`src/rtl/pgpg_pkg.sv`:
```
// Shared types, widths and constants for the polar Gaussian pair generator.
`timescale 1ns / 1ps
`default_nettype none
package pgpg_pkg;
  localparam int UNIFORM_BITS_DEFAULT = 32;
  localparam int U_W = 32;
  localparam int N_W = 32;
  localparam int P_W = 6;
  localparam int K_W = 6;
  localparam int H_W = 5;
  localparam int T_W = 40;
  localparam int Q_W = 60;
  localparam int R_W = 32;
  localparam int C_W = 25;
  localparam int LOG_N = 32;
  localparam int SQRT_N = 32;
  localparam logic [C_W-1:0] TWO_LN2_Q24 = 25'd23258159;

  typedef struct packed {
    logic [U_W-1:0] uniform_first;
    logic [U_W-1:0] uniform_second;
  } in_t;

  typedef struct packed {
    logic signed [N_W-1:0] normal_first;
    logic signed [N_W-1:0] normal_second;
  } out_t;

  typedef struct packed {
    logic [31:0]    mag_first;
    logic [31:0]    mag_second;
    logic           neg_first;
    logic           neg_second;
    logic [H_W-1:0] h;
  } side_t;
endpackage
`default_nettype wire

```
`src/rtl/pgpg_sqrt.sv`:
```
// Integer square root pipeline, one result bit per stage.
`timescale 1ns / 1ps
`default_nettype none
module pgpg_sqrt (
  input  wire logic                    clk,
  input  wire logic                    rst,
  input  wire logic                    en,
  input  wire logic                    valid,
  input  wire logic [pgpg_pkg::Q_W-1:0] q,
  input  wire pgpg_pkg::side_t         side,
  output logic                         valid_r,
  output logic [pgpg_pkg::R_W-1:0]     r,
  output pgpg_pkg::side_t              side_r
);
  import pgpg_pkg::*;

  logic        vld [0:SQRT_N];
  logic [63:0] x   [0:SQRT_N];
  logic [63:0] res [0:SQRT_N];
  side_t       sd  [0:SQRT_N];

  assign vld[0] = valid;
  assign x[0]   = 64'(q);
  assign res[0] = '0;
  assign sd[0]  = side;

  for (genvar j = 0; j < SQRT_N; j++) begin : g_step
    localparam logic [63:0] B = 64'd1 << (62 - 2 * j);
    logic [63:0] rb;
    logic        take;
    assign rb   = res[j] + B;
    assign take = x[j] >= rb;
    always_ff @(posedge clk) begin
      if (rst) begin
        vld[j+1] <= 1'b0;
      end else if (en) begin
        vld[j+1] <= vld[j];
      end
    end
    always_ff @(posedge clk) begin
      if (en) begin
        x[j+1]   <= take ? x[j] - rb : x[j];
        res[j+1] <= take ? (res[j] >> 1) + B : res[j] >> 1;
        sd[j+1]  <= sd[j];
      end
    end
  end

  assign valid_r = vld[SQRT_N];
  assign r       = res[SQRT_N][R_W-1:0];
  assign side_r  = sd[SQRT_N];
endmodule
`default_nettype wire
```
`config.mk`:
```
export PLATFORM = sky130hd
export DESIGN_NAME = pgpg_sqrt
export DESIGN_NICKNAME = d
export VERILOG_FILES = /design/src/rtl/pgpg_pkg.sv /design/src/rtl/pgpg_sqrt.sv
export SDC_FILE = /design/constraint.sdc
export NUM_CORES = 2
export LEC_CHECK = 0
export BUFFER_PORTS_ARGS = -buffer_cell sky130_fd_sc_hd__buf_4
export CAP_MARGIN = 20
export CORE_MARGIN = 2
export CORE_UTILIZATION = 60
export DETAILED_ROUTE_END_ITERATION = 10
export PLACE_DENSITY = 0.87
export SYNTH_ARGS = -nofsm -noshare
export SYNTH_HDL_FRONTEND = slang
export SYNTH_SLANG_ARGS = --single-unit
```
`constraint.sdc`:
```
create_clock -name clk -period 5.4 [get_ports clk]
set_input_delay 1.08 -clock clk [delete_from_list [all_inputs] [get_ports clk]]
set_output_delay 1.08 -clock clk [all_outputs]
set_load 0.03 [all_outputs]
```
==> flow_metrics.env <==
export IMPL_status="completed"
export IMPL_area_delta_synth_final_pct=11.8
export IMPL_synthXorXnorAreaFrac_pct=4.09
export IMPL_drv_cap=0
export IMPL_worst_slew_pin_slew_ps=1190
export IMPL_skew_ps=98.4
export IMPL_grt_ovfl_total=0
export IMPL_yosys_area_top_type_share_pct=76.4
export IMPL_p_leak_uw=0.0742
export IMPL_ys_types=98
export IMPL_yosysWarningCount=0
export IMPL_die_area_sq_um=313000
export IMPL_critPathLaunchType="flop"
export IMPL_post_cts_buffers=0
export IMPL_slew_violations=0
export IMPL_fmax_mhz=223
export IMPL_synthAdderAreaFrac_pct=3.34
export IMPL_die_h_um=559
export IMPL_drtAntennaViolNets=0
export IMPL_required_ps=6040
export IMPL_grt_pass1_wl_mm=594
export IMPL_dr_pass1_iters=8
export IMPL_ys_flop_type="edfxtp_1"
export IMPL_setup_ws_ps=925
export IMPL_finalPower_uw=88000
export IMPL_hold_viol=0
export IMPL_drc=0
export IMPL_synthTopCellsByArea="edfxtp_1 (76%), ha_1 (3.3%), xnor2_1 (2.2%)"
export IMPL_grt_max_degree=224
export IMPL_cts_max_level=5
export IMPL_synth_top_family_by_area="simple AND/OR/NAND/NOR gates"
export IMPL_syn_area_sq_um=185000
export IMPL_yosysSeqAreaShare_pct=76.8
export IMPL_drive_above_1_share_pct=9.29
export IMPL_grt_usage_pct=24.8
export IMPL_critPathMaxFanout=9
export IMPL_cts_buffer_depth=4
export IMPL_setup_tns_ps=0
export IMPL_cellPowerDensity_nw_per_um2=425
export IMPL_vdd_drop_max_v=0.000362
export IMPL_wl_per_cell_um=23.7
export IMPL_critPathMaxStageDelay_ps=900
export IMPL_setup_violations=0
export IMPL_dr_total_vias=97600
export IMPL_cts_clk_slew_worst_paths_ps=60
export IMPL_synth_area_mux_share_pct=0.546
export IMPL_synth_area_per_cell_sq_um=16.1
export IMPL_synthCells=11500
export IMPL_post_cts_resized=0
export IMPL_die_w_um=559
export IMPL_design_area_sq_um=207000
export IMPL_rsz0062_at_grt="false"
export IMPL_core_area_sq_um=306000
export IMPL_cp_end_kind="flop"
export IMPL_path_class="flop to flop"
export IMPL_synth_simple_area_share_pct=7.78
export IMPL_placed_cell_area_sq_um=192000
export IMPL_vias_per_cell=5.90
export IMPL_place_gp_congestion=0.972
export IMPL_io_pins=239
export IMPL_critical_path_top_delay_family="simple AND/OR/NAND/NOR gates"
export IMPL_num_rows=203
export IMPL_synth_compound_area_share_pct=5.49
export IMPL_fin_crit_ps=4480
export IMPL_pre_cts_ws_ps=1100
export IMPL_root_buffer="clkbuf_16"
export IMPL_antenna_found_initial=17
export IMPL_io_buffers=236
export IMPL_crit_chain="ha_1, or4b_2, nor4_1, a311oi_1, and4b_1, a21boi_4, nor4b_2, nand4b_1, xnor2_1"
export IMPL_final_period_utilization_pct=82.9
export IMPL_critPathArrivalTime_ps=5110
export IMPL_cp_slowest_cell="nor4b_2"
export IMPL_synth_top_area_cell="edfxtp_1"
export IMPL_drt_iter0_markers=9549
export IMPL_initial_core_util_pct=60.4
export IMPL_dp_hpwl_mm=264
export IMPL_clock_latency_ps=980
export IMPL_min_path_type="primary input to flop"
export IMPL_async_flop_share_pct=0
export IMPL_synth_edf_count=4710
export IMPL_routed_wl_mm=391
export IMPL_holdBufCountCts=0
export IMPL_slew_headroom_pct=20.6
export IMPL_cts_made_buffers=447
export IMPL_cts_tree="built"
export IMPL_synth_seq_cells=4742
export IMPL_grt_pass1_vias=97900
export IMPL_nNetsFinal=12700
export IMPL_crit_buf_inv=0
export IMPL_cts_sinks=4742
synthesized netlist by cell type (95+ instances only):
master / instances
nand2_1: 594
o21a_1: 95
nor3_1: 255
nand4_1: 135
clkbuf_1: 162
xor2_1: 405
a21o_1: 177
nor4_1: 318
inv_1: 612
a21oi_1: 542
ha_1: 494
or3_1: 100
xnor2_1: 460
edfxtp_1: 4710
o21ai_0: 417
nand3_1: 154
nand2b_1: 107
nor2_1: 653
metrics by stage:
step / hold slack [ps] / std cells / util, %
6_report: 278 / 16500 / 67.5
2_1_floorplan: 400 / 11500 / -
3_3_place_gp: 400 / 15700 / 62.7
3_5_place_dp: 405 / 15700 / 62.7
5_1_grt: 216 / 16500 / 67.5
4_1_cts: 189 / 16500 / 67.5
flip-flops by register name, summed over array words and instances (netlist names):
signal,cells
res,435
sd,2201
side_r,71
r,30
valid_r,1
x,1973
vld,31
report_power, final:
group / internal [uW] / switching, uW
combinational: 3860 / 6180
sequential: 44400 / 2250
clock: 17600 / 13700
layout by cell type (no fill, tap or decap), types with 95 or more instances in the layout:
| cell | n |
|---|---|
| o21a_1 | 95 |
| clkbuf_16 | 452 |
| o21ai_0 | 417 |
| a21oi_1 | 541 |
| nor3_1 | 255 |
| ha_1 | 494 |
| inv_1 | 612 |
| xor2_1 | 405 |
| clkinv_1 | 95 |
| nor2_1 | 652 |
| xnor2_1 | 460 |
| nand3_1 | 154 |
| nand2b_1 | 107 |
| buf_4 | 336 |
| nand4_1 | 135 |
| nand2_1 | 594 |
| edfxtp_1 | 4710 |
| a21o_1 | 177 |
| or3_1 | 100 |
| nor4_1 | 317 |
logic make-up (layout without fill, tap and decap cells):
kind of cell	count (synthesis)	count (layout)
muxes	93	93
buffers and inverters	886	1815
xor gates and xnor gates	865	865
and+or+nand+nor	2786	2786
AOI/OAI and AO/OA	1641	1641
DFF	4742	4742
other	1	11
adders and majority gates	494	494
cell type report:
cell class / count / area, sq um
diodes: 9 / 22.5
clock buffers: 546 / 11700
clock inverters: 282 / 3040
fillers: 19900 / 99400
inverters: 614 / 2300
multi-input cells: 5881 / 39400
flip-flops and latches: 4742 / 142000
well taps: 4100 / 5130
repair buffers: 373 / 3210
routing by layer:
metal / GRT usage, % / share of wire, %
met5: 0 / 0.021
met4: 9.96 / 4.4
met3: 3.52 / 5.3
met2: 43.0 / 51
met1: 31.5 / 39
path summary, 6_finish.rpt:
path,from,end,slack [ps],depth (start not counted)
worst min register to register,sd[309]$_DFFE_PP_,sd[238]$_DFFE_PP_,350,0
worst min-delay path,side[17],sd[2218]$_DFFE_PP_,280,1
worst max-delay path,x[330]$_DFFE_PP_,x[310]$_DFFE_PP_,920,9
worst max register to register,x[330]$_DFFE_PP_,x[310]$_DFFE_PP_,920,9
Note: power is estimated with default switching activity, not from simulation.
